==> src/rtl/core/htp_pkg.sv <==
// Shared types and register indexes for the heading turn PID controller.
package htp_pkg;

   localparam int CsrIndexWidth = 3;
   localparam int CsrDataWidth  = 16;

   localparam logic [CsrIndexWidth-1:0] CSR_KP                  = 3'd0;
   localparam logic [CsrIndexWidth-1:0] CSR_KI                  = 3'd1;
   localparam logic [CsrIndexWidth-1:0] CSR_KD                  = 3'd2;
   localparam logic [CsrIndexWidth-1:0] CSR_INTEGRATE_ABOVE     = 3'd3;
   localparam logic [CsrIndexWidth-1:0] CSR_SETTLE_TICKS        = 3'd4;
   localparam logic [CsrIndexWidth-1:0] CSR_INTEGRAL_HOLD_TICKS = 3'd5;

   localparam logic FUNC_START = 1'b0;
   localparam logic FUNC_TICK  = 1'b1;

   typedef struct packed {
      logic        func;
      logic [12:0] target_heading;
      logic [12:0] heading;
      logic [12:0] tolerance;
      logic [15:0] timeout_ticks;
   } htp_req_type;

   typedef struct packed {
      logic signed [15:0] drive;
      logic               done_res;
      logic               timed_out;
   } htp_rsp_type;

   typedef struct packed {
      logic [15:0] kp;
      logic [15:0] ki;
      logic [15:0] kd;
   } htp_gain_type;

   typedef struct packed {
      logic [12:0] integrate_above;
      logic [15:0] settle_ticks;
      logic [15:0] integral_hold_ticks;
   } htp_limit_type;

   typedef struct packed {
      logic signed [17:0] err;
      logic signed [18:0] deriv;
      logic [23:0]        integ;
      logic               spin;
      logic               zero_drive;
      logic               done;
      logic               tout;
   } htp_calc_type;

endpackage

==> src/rtl/core/htp_state.sv <==
// Turn state update: distance turned, error, conditional integral, timers and done.
module htp_state (
   input  logic                  clock,
   input  logic                  reset,
   input  logic                  en,
   input  logic                  item_valid,
   input  htp_pkg::htp_req_type  item,
   input  htp_pkg::htp_limit_type limits,
   output logic                  calc_valid_ff,
   output htp_pkg::htp_calc_type calc_ff
);

   localparam logic [12:0] FULL_TURN = 13'd5760;
   localparam logic [12:0] HALF_TURN = 13'd2880;
   localparam logic [12:0] WRAP_JUMP = 13'd4800;
   localparam logic [16:0] DIST_MAX  = 17'h1FFFF;
   localparam logic [23:0] INTEG_MAX = 24'hFFFFFF;
   localparam logic [15:0] TIMER_MAX = 16'hFFFF;

   function automatic logic [15:0] timer_inc(input logic [15:0] t);
      return (t == TIMER_MAX) ? TIMER_MAX : t + 16'd1;
   endfunction

   function automatic logic [12:0] abs_diff(input logic [12:0] a, input logic [12:0] b);
      logic signed [13:0] d;
      d = signed'({1'b0, a}) - signed'({1'b0, b});
      return d[13] ? 13'(-d) : d[12:0];
   endfunction

   logic [12:0]        prev_heading_ff, prev_heading_in;
   logic [16:0]        dist_ff, dist_in;
   logic [12:0]        total_ff, total_in;
   logic               spin_ff, spin_in;
   logic [23:0]        integ_ff, integ_in;
   logic signed [17:0] last_err_ff, last_err_in;
   logic [15:0]        itimer_ff, itimer_in;
   logic [15:0]        stimer_ff, stimer_in;
   logic [15:0]        etimer_ff, etimer_in;
   logic [12:0]        tol_ff, tol_in;
   logic [15:0]        tmo_ff, tmo_in;
   logic               active_ff, active_in;
   htp_pkg::htp_calc_type calc_in;

   logic [12:0]        delta_abs;
   logic [12:0]        delta;
   logic [17:0]        dist_sum;
   logic [16:0]        dist_new;
   logic signed [17:0] err;
   logic signed [17:0] tol_s;
   logic signed [17:0] above_s;
   logic [24:0]        integ_sum;
   logic [23:0]        integ_add;
   logic               err_le_tol;
   logic               err_ge_tol;
   logic [15:0]        itimer_mid;
   logic [15:0]        stimer_mid;
   logic               settled;
   logic               tout;
   logic               done;
   logic               spin_start;

   always_comb begin
      delta_abs = abs_diff(item.heading, prev_heading_ff);
      if (delta_abs > WRAP_JUMP) begin
         delta = (delta_abs >= FULL_TURN) ? delta_abs - FULL_TURN : FULL_TURN - delta_abs;
      end else begin
         delta = delta_abs;
      end
      dist_sum = {1'b0, dist_ff} + {5'd0, delta};
      dist_new = dist_sum[17] ? DIST_MAX : dist_sum[16:0];
      err      = signed'({5'd0, total_ff}) - signed'({1'b0, dist_new});
      tol_s    = signed'({5'd0, tol_ff});
      above_s  = signed'({5'd0, limits.integrate_above});
      integ_sum = {1'b0, integ_ff} + {12'd0, err[12:0]};
      if (err > above_s) begin
         integ_add = integ_sum[24] ? INTEG_MAX : integ_sum[23:0];
      end else begin
         integ_add = integ_ff;
      end
      err_le_tol = (err <= tol_s);
      err_ge_tol = (err >= tol_s);
      itimer_mid = itimer_ff;
      if (err_le_tol && (itimer_ff > limits.integral_hold_ticks)) begin
         integ_add = '0;
      end else if (err_ge_tol) begin
         itimer_mid = '0;
      end
      stimer_mid = err_ge_tol ? 16'd0 : stimer_ff;
      settled    = (stimer_mid >= limits.settle_ticks);
      tout       = (etimer_ff >= tmo_ff);
      done       = settled || tout;

      if (item.heading > HALF_TURN) begin
         spin_start = ({1'b0, item.heading} <= ({1'b0, item.target_heading} + {1'b0, FULL_TURN}));
      end else if (item.heading < HALF_TURN) begin
         spin_start = (item.heading < item.target_heading);
      end else begin
         spin_start = 1'b0;
      end
   end

   always_comb begin
      prev_heading_in = prev_heading_ff;
      dist_in         = dist_ff;
      total_in        = total_ff;
      spin_in         = spin_ff;
      integ_in        = integ_ff;
      last_err_in     = last_err_ff;
      itimer_in       = itimer_ff;
      stimer_in       = stimer_ff;
      etimer_in       = etimer_ff;
      tol_in          = tol_ff;
      tmo_in          = tmo_ff;
      active_in       = active_ff;
      calc_in.err        = err;
      calc_in.deriv      = 19'(err) - 19'(last_err_ff);
      calc_in.integ      = integ_add;
      calc_in.spin       = spin_ff;
      calc_in.zero_drive = 1'b1;
      calc_in.done       = 1'b0;
      calc_in.tout       = 1'b0;
      if (item_valid) begin
         if (item.func == htp_pkg::FUNC_START) begin
            prev_heading_in = item.heading;
            dist_in         = '0;
            total_in        = abs_diff(item.target_heading, item.heading);
            spin_in         = spin_start;
            integ_in        = '0;
            last_err_in     = '0;
            itimer_in       = '0;
            stimer_in       = '0;
            etimer_in       = '0;
            tol_in          = item.tolerance;
            tmo_in          = item.timeout_ticks;
            active_in       = 1'b1;
         end else if (active_ff) begin
            prev_heading_in = item.heading;
            dist_in         = dist_new;
            integ_in        = integ_add;
            last_err_in     = err;
            calc_in.done    = done;
            calc_in.tout    = tout;
            if (done) begin
               active_in  = 1'b0;
               itimer_in  = itimer_mid;
               stimer_in  = stimer_mid;
            end else begin
               calc_in.zero_drive = 1'b0;
               itimer_in  = timer_inc(itimer_mid);
               stimer_in  = timer_inc(stimer_mid);
               etimer_in  = timer_inc(etimer_ff);
            end
         end
      end
   end

   always_ff @(posedge clock) begin
      if (reset) begin
         prev_heading_ff <= '0;
         dist_ff         <= '0;
         total_ff        <= '0;
         spin_ff         <= 1'b0;
         integ_ff        <= '0;
         last_err_ff     <= '0;
         itimer_ff       <= '0;
         stimer_ff       <= '0;
         etimer_ff       <= '0;
         tol_ff          <= '0;
         tmo_ff          <= '0;
         active_ff       <= 1'b0;
         calc_valid_ff   <= 1'b0;
      end else if (en) begin
         prev_heading_ff <= prev_heading_in;
         dist_ff         <= dist_in;
         total_ff        <= total_in;
         spin_ff         <= spin_in;
         integ_ff        <= integ_in;
         last_err_ff     <= last_err_in;
         itimer_ff       <= itimer_in;
         stimer_ff       <= stimer_in;
         etimer_ff       <= etimer_in;
         tol_ff          <= tol_in;
         tmo_ff          <= tmo_in;
         active_ff       <= active_in;
         calc_valid_ff   <= item_valid;
      end
   end

   always_ff @(posedge clock) begin
      if (en) begin
         calc_ff <= calc_in;
      end
   end

endmodule

==> src/rtl/core/htp_drive.sv <==
// Drive pipeline: gain products, sum, rounding, direction and saturation.
module htp_drive (
   input  logic                  clock,
   input  logic                  reset,
   input  logic                  en,
   input  logic                  calc_valid,
   input  htp_pkg::htp_calc_type calc,
   input  htp_pkg::htp_gain_type gains,
   output logic                  rsp_valid_ff,
   output htp_pkg::htp_rsp_type  rsp_ff
);

   localparam logic [33:0] POS_LIMIT = 34'd32767;
   localparam logic [33:0] NEG_LIMIT = 34'd32768;

   logic signed [16:0] kp_s;
   logic signed [16:0] kd_s;

   logic               prod_valid_ff;
   logic signed [34:0] prod_p_ff, prod_p_in;
   logic [39:0]        prod_i_ff, prod_i_in;
   logic signed [35:0] prod_d_ff, prod_d_in;
   logic               prod_spin_ff;
   logic               prod_zero_ff;
   logic               prod_done_ff;
   logic               prod_tout_ff;

   logic               sum_valid_ff;
   logic signed [41:0] sum_ff, sum_in;
   logic               sum_spin_ff;
   logic               sum_zero_ff;
   logic               sum_done_ff;
   logic               sum_tout_ff;

   logic               neg;
   logic [41:0]        mag;
   logic [33:0]        q;
   logic [15:0]        q_low;
   logic               flip;
   htp_pkg::htp_rsp_type rsp_in;

   always_comb begin
      kp_s      = signed'({1'b0, gains.kp});
      kd_s      = signed'({1'b0, gains.kd});
      prod_p_in = calc.err * kp_s;
      prod_i_in = calc.integ * gains.ki;
      prod_d_in = calc.deriv * kd_s;
      sum_in    = 42'(prod_p_ff) + signed'({2'b00, prod_i_ff}) + 42'(prod_d_ff);
   end

   always_comb begin
      neg   = sum_ff[41];
      mag   = neg ? 42'(-sum_ff) : 42'(sum_ff);
      q     = 34'((mag + 42'd128) >> 8);
      q_low = q[15:0];
      flip  = neg ^ sum_spin_ff;
      rsp_in.done_res  = sum_done_ff;
      rsp_in.timed_out = sum_tout_ff;
      if (sum_zero_ff) begin
         rsp_in.drive = '0;
      end else if (flip) begin
         rsp_in.drive = (q > NEG_LIMIT) ? 16'sh8000 : signed'(16'(-q_low));
      end else begin
         rsp_in.drive = (q > POS_LIMIT) ? 16'sh7FFF : signed'(q_low);
      end
   end

   always_ff @(posedge clock) begin
      if (reset) begin
         prod_valid_ff <= 1'b0;
         sum_valid_ff  <= 1'b0;
         rsp_valid_ff  <= 1'b0;
      end else if (en) begin
         prod_valid_ff <= calc_valid;
         sum_valid_ff  <= prod_valid_ff;
         rsp_valid_ff  <= sum_valid_ff;
      end
   end

   always_ff @(posedge clock) begin
      if (en) begin
         prod_p_ff    <= prod_p_in;
         prod_i_ff    <= prod_i_in;
         prod_d_ff    <= prod_d_in;
         prod_spin_ff <= calc.spin;
         prod_zero_ff <= calc.zero_drive;
         prod_done_ff <= calc.done;
         prod_tout_ff <= calc.tout;
         sum_ff       <= sum_in;
         sum_spin_ff  <= prod_spin_ff;
         sum_zero_ff  <= prod_zero_ff;
         sum_done_ff  <= prod_done_ff;
         sum_tout_ff  <= prod_tout_ff;
         rsp_ff       <= rsp_in;
      end
   end

endmodule

==> src/rtl/core/heading_turn_pid.sv <==
// Top level of the heading turn PID controller: registers, input stage and pipeline.
//
// Request items arrive on req_valid/req_ready with an htp_req_type payload.
// func start latches target, tolerance and timeout; func tick runs one
// control update on the measured heading. Every item gives one response
// item on rsp_valid/rsp_ready: drive, done_res and timed_out.
// Gains and limits are written through csr_we/csr_index/csr_wdata; the
// user must write them only while no item is in flight, which the block
// itself does not enforce; writes to unknown indexes are dropped.
// The accepting edge loads the input register, then state update, gain
// products, sum, and rounding with saturation into the response register
// are each registered in turn. Throughput is one item per cycle while
// responses are taken; the state update stage closes its loop within itself.
// When rsp_ready is low with a response waiting, the whole pipeline holds
// and req_ready drops; it resumes as soon as the response is taken.
// Synchronous reset empties the pipeline, sets the registers to their
// defaults and leaves the controller idle.
module heading_turn_pid (
   input  logic                                   clock,
   input  logic                                   reset,
   input  logic                                   req_valid,
   output logic                                   req_ready,
   input  htp_pkg::htp_req_type                   req_data,
   output logic                                   rsp_valid,
   input  logic                                   rsp_ready,
   output htp_pkg::htp_rsp_type                   rsp_data,
   input  logic                                   csr_we,
   input  logic [htp_pkg::CsrIndexWidth-1:0]      csr_index,
   input  logic [htp_pkg::CsrDataWidth-1:0]       csr_wdata
);

   htp_pkg::htp_gain_type  gains_ff;
   htp_pkg::htp_limit_type limits_ff;
   htp_pkg::htp_req_type   item_ff;
   htp_pkg::htp_calc_type  calc;
   logic                   item_valid_ff;
   logic                   calc_valid;
   logic                   en;

   assign en        = !rsp_valid || rsp_ready;
   assign req_ready = en;

   always_ff @(posedge clock) begin
      if (reset) begin
         gains_ff.kp                   <= 16'd538;
         gains_ff.ki                   <= 16'd0;
         gains_ff.kd                   <= 16'd26;
         limits_ff.integrate_above     <= 13'd480;
         limits_ff.settle_ticks        <= 16'd1;
         limits_ff.integral_hold_ticks <= 16'd0;
      end else if (csr_we) begin
         unique case (csr_index)
            htp_pkg::CSR_KP: begin
               gains_ff.kp <= csr_wdata;
            end
            htp_pkg::CSR_KI: begin
               gains_ff.ki <= csr_wdata;
            end
            htp_pkg::CSR_KD: begin
               gains_ff.kd <= csr_wdata;
            end
            htp_pkg::CSR_INTEGRATE_ABOVE: begin
               limits_ff.integrate_above <= csr_wdata[12:0];
            end
            htp_pkg::CSR_SETTLE_TICKS: begin
               limits_ff.settle_ticks <= csr_wdata;
            end
            htp_pkg::CSR_INTEGRAL_HOLD_TICKS: begin
               limits_ff.integral_hold_ticks <= csr_wdata;
            end
            default: begin
            end
         endcase
      end
   end

   always_ff @(posedge clock) begin
      if (reset) begin
         item_valid_ff <= 1'b0;
      end else if (en) begin
         item_valid_ff <= req_valid;
      end
   end

   always_ff @(posedge clock) begin
      if (en) begin
         item_ff <= req_data;
      end
   end

   htp_state u_state (
      .clock         (clock),
      .reset         (reset),
      .en            (en),
      .item_valid    (item_valid_ff),
      .item          (item_ff),
      .limits        (limits_ff),
      .calc_valid_ff (calc_valid),
      .calc_ff       (calc)
   );

   htp_drive u_drive (
      .clock        (clock),
      .reset        (reset),
      .en           (en),
      .calc_valid   (calc_valid),
      .calc         (calc),
      .gains        (gains_ff),
      .rsp_valid_ff (rsp_valid),
      .rsp_ff       (rsp_data)
   );

endmodule
==> config.mk <==
export PLATFORM = sky130hd
export DESIGN_NAME = heading_turn_pid
export DESIGN_NICKNAME = d
export VERILOG_FILES = /design/src/rtl/core/htp_pkg.sv /design/src/rtl/core/htp_state.sv /design/src/rtl/core/htp_drive.sv /design/src/rtl/core/heading_turn_pid.sv
export SDC_FILE = /design/constraint.sdc
export NUM_CORES = 2
export LEC_CHECK = 0
export ABC_AREA = 1
export CORE_UTILIZATION = 40
export DETAILED_ROUTE_END_ITERATION = 8
export DONT_BUFFER_PORTS = 1
export MAX_ROUTING_LAYER = met4
export SETUP_SLACK_MARGIN = 0.05
export SYNTH_ARGS = -nofsm -noshare
export SYNTH_HDL_FRONTEND = slang
export SYNTH_HIERARCHICAL = 1
export SYNTH_SLANG_ARGS = --single-unit
==> constraint.sdc <==
create_clock -name clock -period 11.4 [get_ports clock]
set_input_delay 1.14 -clock clock [delete_from_list [all_inputs] [get_ports clock]]
set_output_delay 1.14 -clock clock [all_outputs]
set_load 0.02 [all_outputs]
==> flow_metrics.py <==
metrics = {
    "status": {
        "run_status": "completed",
    },
    "clocking": {
        "cts-root-buf": "clkbuf_16",
        "path_clk_slew_ps": 60,
        "clk-insertion-delay-late_ps": 700,
        "clock-sinks": 562,
        "cts_buffers": 72,
        "h-tree-depth": 3,
        "hold_buffers": 0,
        "cts_tree": "yes",
        "clockBufferDepth": 3,
    },
    "synth": {
        "syn_inst": 8913,
        "synth_edf_count": 300,
        "synthFlopType": "edfxtp_1",
        "yosys_warnings": 6,
        "yosys_register_bits": 562,
        "synth_cell_types": 71,
        "synth_fp_nets": 10462,
        "synth-seq-area-share": 0.203,
        "netlist_area_um2": 70300,
        "synth_area_per_cell_um2": 7.89,
        "async_reset_ff_frac": 0,
    },
    "detailed_routing": {
        "first_iter_violations": 3672,
        "routed-via-count": 55421,
        "vias_per_cell": 4.96,
        "drt-total-wl_um": 197000,
        "ant_nets": 0,
        "drc_errors": 0,
        "wire_per_inst_um": 17.6,
        "drtPass1Iterations": 5,
    },
    "finish": {
        "areaGrowthSynthToFinish_pct": 7.58,
        "layout_commonest_cell": "nand2_1",
        "multi_input_area_um2": 47300,
        "drive_gt1_frac": 0.0544,
        "n_fill_cell": 17479,
        "nets": 10336,
        "regArea_um2": 14300,
        "layout_common_cells": "nand2_1 (2,129), inv_1 (2,041), fa_1 (952)",
    },
    "floorplanning": {
        "dieArea_um2": 177000,
        "die_h_um": 421,
        "io_pins": 100,
        "die_w_um": 421,
        "coreArea_um2": 174000,
        "fp-row-count": 153,
        "start_util": 0.404,
    },
    "critical_path": {
        "max_stage_delay_ps": 380,
        "rr_worst_depth": 68,
        "crit_path_top_delay_cell": "fa_2",
        "reg2reg_slack_ps": 900,
        "cp_max_fo": 7,
        "start_kind": "flip-flop",
        "cp_common_cell": "nand2_1",
        "worst_ep_arrival_time_ps": 11110,
        "cp.required_ps": 12010,
        "critical_path_class": "reg -> reg",
        "startpoint": "item_ff[29]",
        "rr_startpoint": "item_ff[29]",
        "crit_path_end_kind": "flip-flop",
        "rr_endpoint": "u_state/stimer_ff[13]",
    },
    "timing": {
        "setup_viol": 0,
        "clock.fmax_ghz": 0.0952,
        "rsz0062_at_grt": "no",
        "layout_min_cycle_time_ps": 10500,
        "relSlewSlack": 0.230,
        "setup-tns-final_ps": 0,
        "slew_viol_final": 0,
        "worst_pin_slew_ps": 1150,
        "fin_worst_skew_ps": 42.8,
        "post-route-period-util": 0.921,
        "finalHoldViolCount": 0,
    },
    "grt": {
        "grt_pass1_wl_um": 313000,
        "antenna_found_initial": 7,
        "grt_pass1_vias": 56575,
        "grt_usage": 0.229,
        "grt_max_degree": 119,
        "grt_overflow": 0,
    },
    "placement": {
        "place_congestion": 0.933,
        "portBuffers": 0,
        "dp_hpwl_um": 156000,
    },
    "worst_hold_path": {
        "hp-start": "u_state/spin_ff",
        "hold_path.class": "reg -> reg",
        "holdPathStages": 0,
        "hold_end": "u_state/calc_ff[3]",
    },
    "run": {
        "drv_cap": 0,
    },
}
## worst max-delay path: cells and delay by family (launching register included)
kind                     cells  cell delay (ps)
AO/OA/AOI/OAI                9             1460
XOR/XNOR                     3              540
adder cells (fa/ha/maj)      8             2310
buffers and inverters        8              750
flip-flops                   1              360
multiplexers                 1              170
AND/OR/NAND/NOR             39             4850
## metrics by stage
| step | worst slack, ps | cell area [um^2] | std cells | hold WS, ps | utilization |
|---|---|---|---|---|---|
| floorplan | 1450 | 70300 | 8913 | 400 | - |
| global placement | 199 | 72700 | 11024 | 408 | 0.418 |
| detailed placement | 18.4 | 72700 | 11024 | 412 | 0.418 |
| CTS | 57.4 | 75300 | 11157 | 425 | 0.432 |
| global route | 55.9 | 75600 | 11176 | 432 | 0.434 |
| finish | 901 | 75700 | 11178 | 419 | 0.434 |
## cell type report
| class | instances | area share |
|---|---|---|
| Timing Repair Buffer | 122 | 0.0121 |
| Tap cell | 2325 | 0.0385 |
| Antenna cell | 7 | 0.000232 |
| Inverter | 2063 | 0.102 |
| Multi-Input combinational cell | 5966 | 0.625 |
| Sequential cell | 562 | 0.188 |
| Clock inverter | 43 | 0.00761 |
| Clock buffer | 90 | 0.0259 |
## flip-flops by register name, summed over array words and instances (netlist names), 17 cells and up
register,flops
u_drive/prod_i_ff,40
limits_ff,45
u_state/integ_ff,24
item_ff,56
u_drive/sum_ff,42
u_state/dist_ff,17
u_state/calc_ff,65
u_state/last_err_ff,18
u_drive/rsp_ff,18
u_drive/prod_p_ff,35
u_drive/prod_d_ff,36
gains_ff,48
## logic make-up (layout without fill, tap and decap cells)
family | Yosys count | after routing | synth area share
adder cells (fa/ha/maj) | 1469 | 1469 | 0.363
XOR/XNOR | 283 | 283 | 0.0360
multiplexers | 2 | 2 | 0.000285
buffers and inverters | 2385 | 2318 | 0.129
AND/OR/NAND/NOR | 3320 | 3320 | 0.197
flip-flops | 562 | 562 | 0.203
AO/OA/AOI/OAI | 892 | 892 | 0.0716
other | 0 | 7 | 0
## worst max-delay path by stage
stage               depth (start not counted)                    end
detailed placement                         65   u_state/stimer_ff[9]
floorplan                                  10     u_state/dist_ff[2]
global route                               66  u_state/stimer_ff[13]
CTS                                        66   u_state/stimer_ff[9]
global placement                           63   u_state/itimer_ff[9]
finish                                     68  u_state/stimer_ff[13]
## metal layers
metal	global-route usage	routed length (um)	up-vias
met1	0.282	83100	26926
met2	0.386	96000	1471
met5	-	0	-
met3	0.0351	11000	294
met4	0.0719	6770	0
li1	-	-	26730
## cell usage after synthesis, types with 24 or more instances
library cell | count | area share
a21oi_1 | 454 | 0.032
a31oi_1 | 42 | 0.0037
buf_2 | 24 | 0.0017
clkbuf_1 | 259 | 0.014
dfxtp_1 | 262 | 0.075
edfxtp_1 | 300 | 0.13
fa_1 | 954 | 0.27
ha_1 | 515 | 0.092
inv_1 | 2045 | 0.11
nand2_1 | 2141 | 0.11
nand2_2 | 56 | 0.0050
nand3_1 | 310 | 0.022
nand4_1 | 67 | 0.0060
nor2_1 | 549 | 0.029
nor2_2 | 37 | 0.0033
nor3_1 | 51 | 0.0036
o21ai_0 | 208 | 0.015
xnor2_1 | 101 | 0.013
xor2_1 | 175 | 0.022
## timing repair
| item | 4_1_cts | 5_1_grt |
|---|---|---|
| pin swaps | 0 | 21 |
| endpoints found under the setup margin | 19 | 51 |
| setup buffers | 0 | 14 |
| resized for setup | 1 | 58 |
Power is not shown: default switching activity piles up to over one toggle a cycle in this logic, so the estimate is an artifact.
